### config.mk
export PLATFORM = sky130hd
export DESIGN_NAME = ebs_ctrl
export DESIGN_NICKNAME = d
export VERILOG_FILES = /design/src/sv/ebs_pkg.sv /design/src/sv/ebs_ctrl.sv
export SDC_FILE = /design/constraint.sdc
export NUM_CORES = 1
export LEC_CHECK = 0
export BUFFER_PORTS_ARGS = -buffer_cell sky130_fd_sc_hd__buf_2
export CAP_MARGIN = 20
export CORE_AREA = 2 2 39 41
export CTS_CLUSTER_DIAMETER = 150
export DETAILED_ROUTE_END_ITERATION = 8
export DIE_AREA = 0 0 41 43
export HOLD_SLACK_MARGIN = 0.05
export PLACE_DENSITY = 0.54
export SKIP_CTS_REPAIR_TIMING = 1
export SYNTH_ARGS = -nofsm -noshare
export SYNTH_HDL_FRONTEND = slang
export SYNTH_SLANG_ARGS = --single-unit
### constraint.sdc
create_clock -name aclk -period 1.6 [get_ports aclk]
set_clock_uncertainty 0.15 [all_clocks]
set_input_delay 0.08 -clock aclk [delete_from_list [all_inputs] [get_ports aclk]]
set_output_delay 0.08 -clock aclk [all_outputs]
set_load 0.03 [all_outputs]
### src/sv/ebs_pkg.sv
// Shared types and codes for the embedding-bag sum pooling block.
`timescale 1ns / 1ps

package ebs_pkg;

    // Item kinds carried on the input tuser.
    typedef enum logic [1:0] {
        OP_WRITE = 2'd0,
        OP_ACCUM = 2'd1,
        OP_CLOSE = 2'd2
    } op_t;

    typedef enum logic [2:0] {
        ST_IDLE,
        ST_WRITE,
        ST_MUL,
        ST_CHECK,
        ST_ACC_RUN,
        ST_ACC_DRAIN,
        ST_EMIT_READ,
        ST_EMIT_LOAD
    } state_t;

    // Commands from the controller to the datapath.
    typedef struct packed {
        logic load_item;
        logic col_clear;
        logic col_inc;
        logic tab_write;
        logic base_load;
        logic set_err;
        logic acc_read;
        logic emit_read;
        logic out_load;
        logic bag_clear;
    } cmd_t;

    // Status from the datapath to the controller.
    typedef struct packed {
        logic row_oob;
        logic col_last;
        logic out_busy;
    } stat_t;

endpackage

### src/sv/ebs_ctrl.sv
// Controller state machine that sequences writes, row accumulation and row emission.
`timescale 1ns / 1ps

module ebs_ctrl
    import ebs_pkg::*;
(
    input  logic        aclk,
    input  logic        aresetn,
    input  logic        s_tvalid,
    input  logic [1:0]  s_op,
    output logic        s_tready,
    output logic        cfg_ready,
    input  stat_t       stat,
    output cmd_t        cmd
);

    state_t state_reg;
    state_t state_next;

    always_ff @(posedge aclk) begin
        if (!aresetn) begin
            state_reg <= ST_IDLE;
        end else begin
            state_reg <= state_next;
        end
    end

    always_comb begin
        state_next = state_reg;
        cmd        = '0;
        s_tready   = 1'b0;
        cfg_ready  = 1'b0;
        unique case (state_reg)
            ST_IDLE: begin
                s_tready  = 1'b1;
                cfg_ready = 1'b1;
                if (s_tvalid) begin
                    cmd.load_item = 1'b1;
                    cmd.col_clear = 1'b1;
                    unique case (op_t'(s_op))
                        OP_WRITE: state_next = ST_WRITE;
                        OP_ACCUM: state_next = ST_MUL;
                        OP_CLOSE: state_next = ST_EMIT_READ;
                        default:  state_next = ST_IDLE;
                    endcase
                end
            end
            ST_WRITE: begin
                cmd.tab_write = 1'b1;
                state_next    = ST_IDLE;
            end
            ST_MUL: begin
                cmd.base_load = 1'b1;
                state_next    = ST_CHECK;
            end
            ST_CHECK: begin
                if (stat.row_oob) begin
                    cmd.set_err = 1'b1;
                    state_next  = ST_IDLE;
                end else begin
                    state_next = ST_ACC_RUN;
                end
            end
            ST_ACC_RUN: begin
                cmd.acc_read = 1'b1;
                if (stat.col_last) begin
                    state_next = ST_ACC_DRAIN;
                end else begin
                    cmd.col_inc = 1'b1;
                end
            end
            ST_ACC_DRAIN: begin
                state_next = ST_IDLE;
            end
            ST_EMIT_READ: begin
                if (!stat.out_busy) begin
                    cmd.emit_read = 1'b1;
                    state_next    = ST_EMIT_LOAD;
                end
            end
            ST_EMIT_LOAD: begin
                cmd.out_load = 1'b1;
                if (stat.col_last) begin
                    cmd.bag_clear = 1'b1;
                    state_next    = ST_IDLE;
                end else begin
                    cmd.col_inc = 1'b1;
                    state_next  = ST_EMIT_READ;
                end
            end
            default: begin
                state_next = ST_IDLE;
            end
        endcase
    end

endmodule

==> out/results.tsv <==
metric	value	unit
netlist.area_leader.share	16.8	%
yosysUniqueCellTypes	24	
worst_slack	0.141	ns
wl_per_cell	9.88	um
cp.required	1.37	ns
core	1380	um2
ys_seq_area_share	16.8	%
synth_top_area_cell	dfxtp_1	
vias	372	
fp-row-count	14	
synth_nets	53	
dr.pass1.iters	4	
tritoncts	done	
syn_area	357	um2
yosysWarnings	0	
worstPathArrival	1.23	ns
grt_pass1_vias	327	
maxCapViolations	0	
clock_path_buffers	2	
p_sw_share	53.4	%
fin_nets	75	
fin_util	36.1	%
syn_inst	43	
drt_iter0_drc	4	
slew_headroom	84.2	%
path_clk_slew	0.05	ns
cts.sinks	3	
path_max_fanout	11	
largest_register_ff_count	3	
multi_input_area	254	um2
ir_drop	0.734	mV
synthArstFlopShare	0	%
pre_cts_slack	0.137	ns
port_buffers	19	
fin_hold_ws	0.0751	ns
cellPowerDensity	2050	nW/um2
cts_buffers	3	
fin_crit	1.46	ns
synth_edf_count	0	
p_leak	0.257	nW
status	completed	
power_frac_comb	65.8	%
dp_hpwl	625	um
yosys-top-cells-area	dfxtp_1 (17%), buf_4 (8.4%), ha_1 (7.0%), nand2b_1 (7.0%), a21oi_1 (4.2%)	
synth_commonest_cells	buf_4 (4), inv_1 (4), nand2b_1 (4)	
syn2layout_area_growth	40.0	%
die_w	41	um
rsz0062_at_grt	false	
grt-ovfl-total	0	
drv_slew	0	
grt_pass1_wl	1.31	mm
antenna_left	0	
globalplace.congestion	0.723	
p_int	478	uW
clockRootBuffer	clkbuf_4	
power_switching	548	uW
start_util	25.8	%
path_class	register to primary output	
via_per_inst	4.65	
synth_ff_type	dfxtp_1	
die_y	43	um
nFillCells	152	
drcViolationCount	0	
wirelength	790	um
fin_crit_sh	91.2	%
hold_path.class	input pin to register	
clk_latency	0.24	ns
io_pins	20	
regArea	63.8	um2
syn_avg_cell_area	8.29	um2
die_area	1760	um2
synth_seq_cells	3	
hold_viol	0	
h-tree-depth	1	
fmax	685	MHz
n_antenna_cell	0	
end_kind	primary output	
worstMarginPinSlew	0.235	ns
grt_use_total	11.0	%
pwr-share-seq	20.4	%
grt_max_degree	12	
antenna_found_initial	0	
final_layout_size_suffix_gt1_share	53.1	%
start_kind	register	
finalSetupViolCount	0	
stdcell_count	80	
p_clk_share	13.9	%
p_total	1.03	mW
dpl.cell_count	75	
path summary, 6_finish.rpt:
| kind | slack [ns] | to | from | cells after the start |
|---|---|---|---|---|
| max | 0.14 | cmd[7] | state_reg[2] | 4 |
| min | 0.08 | state_reg[1] | stat[1] | 3 |
| max reg2reg | 0.24 | state_reg[1] | state_reg[0] | 4 |
| min reg2reg | 0.53 | state_reg[0] | state_reg[0] | 2 |
cells by family after synthesis:
logic type / synth area share (%)
fa+ha+maj: 7.02
compound gates: 20.3
simple gates: 40.0
buf+inv: 15.8
flops: 16.8
cell usage in the layout, fill, tap and decap left out, drive strengths merged, types with 3 or more instances in the layout:
| cell type | netlist | final |
|---|---|---|
| inv | 4 | 4 |
| nand2b | 4 | 4 |
| a21oi | 3 | 3 |
| buf | 5 | 21 |
| clkbuf | 0 | 4 |
| dfxtp | 3 | 3 |
critical path, cell delays in order, from the launching register on:
cell	delay, ns
dfxtp_2	0.46
nand2b_1	0.12
nor2_2	0.10
o21ba_1	0.13
buf_2	0.18
per-stage QoR:
stage	TNS [ns]	instance area, um2
5_1_grt	0	499
3_5_place_dp	0	459
3_3_place_gp	0	459
6_report	0	499
2_1_floorplan	-0.0415	370
4_1_cts	-0.0484	485
power groups by stage:
stage          registers, mW  clock network [mW]  logic, mW
2_1_floorplan          0.133                   0      0.653
3_3_place_gp           0.202                   0      0.680
3_5_place_dp           0.201                   0      0.676
4_1_cts                0.200               0.144      0.679
5_1_grt                0.222               0.157      0.734
6_report               0.209               0.142      0.675
layout make-up:
cell class	count	share of cell area, %
clock buffers	4	5.26
inverters	4	3.01
multi-input cells	31	50.9
flip-flops and latches	3	12.8
well taps	16	4.01
repair buffers	22	24.1
metal layers:
| metal | wire length (um) | global-route usage, % | vias to the layer above |
|---|---|---|---|
| met5 | 0 | 0 | - |
| met4 | 0 | 5.33 | 0 |
| met3 | 59 | 4.71 | 0 |
| met2 | 361 | 14.1 | 13 |
| met1 | 368 | 15.4 | 167 |
| li1 | - | - | 192 |
(Power assumes the default switching activity.)
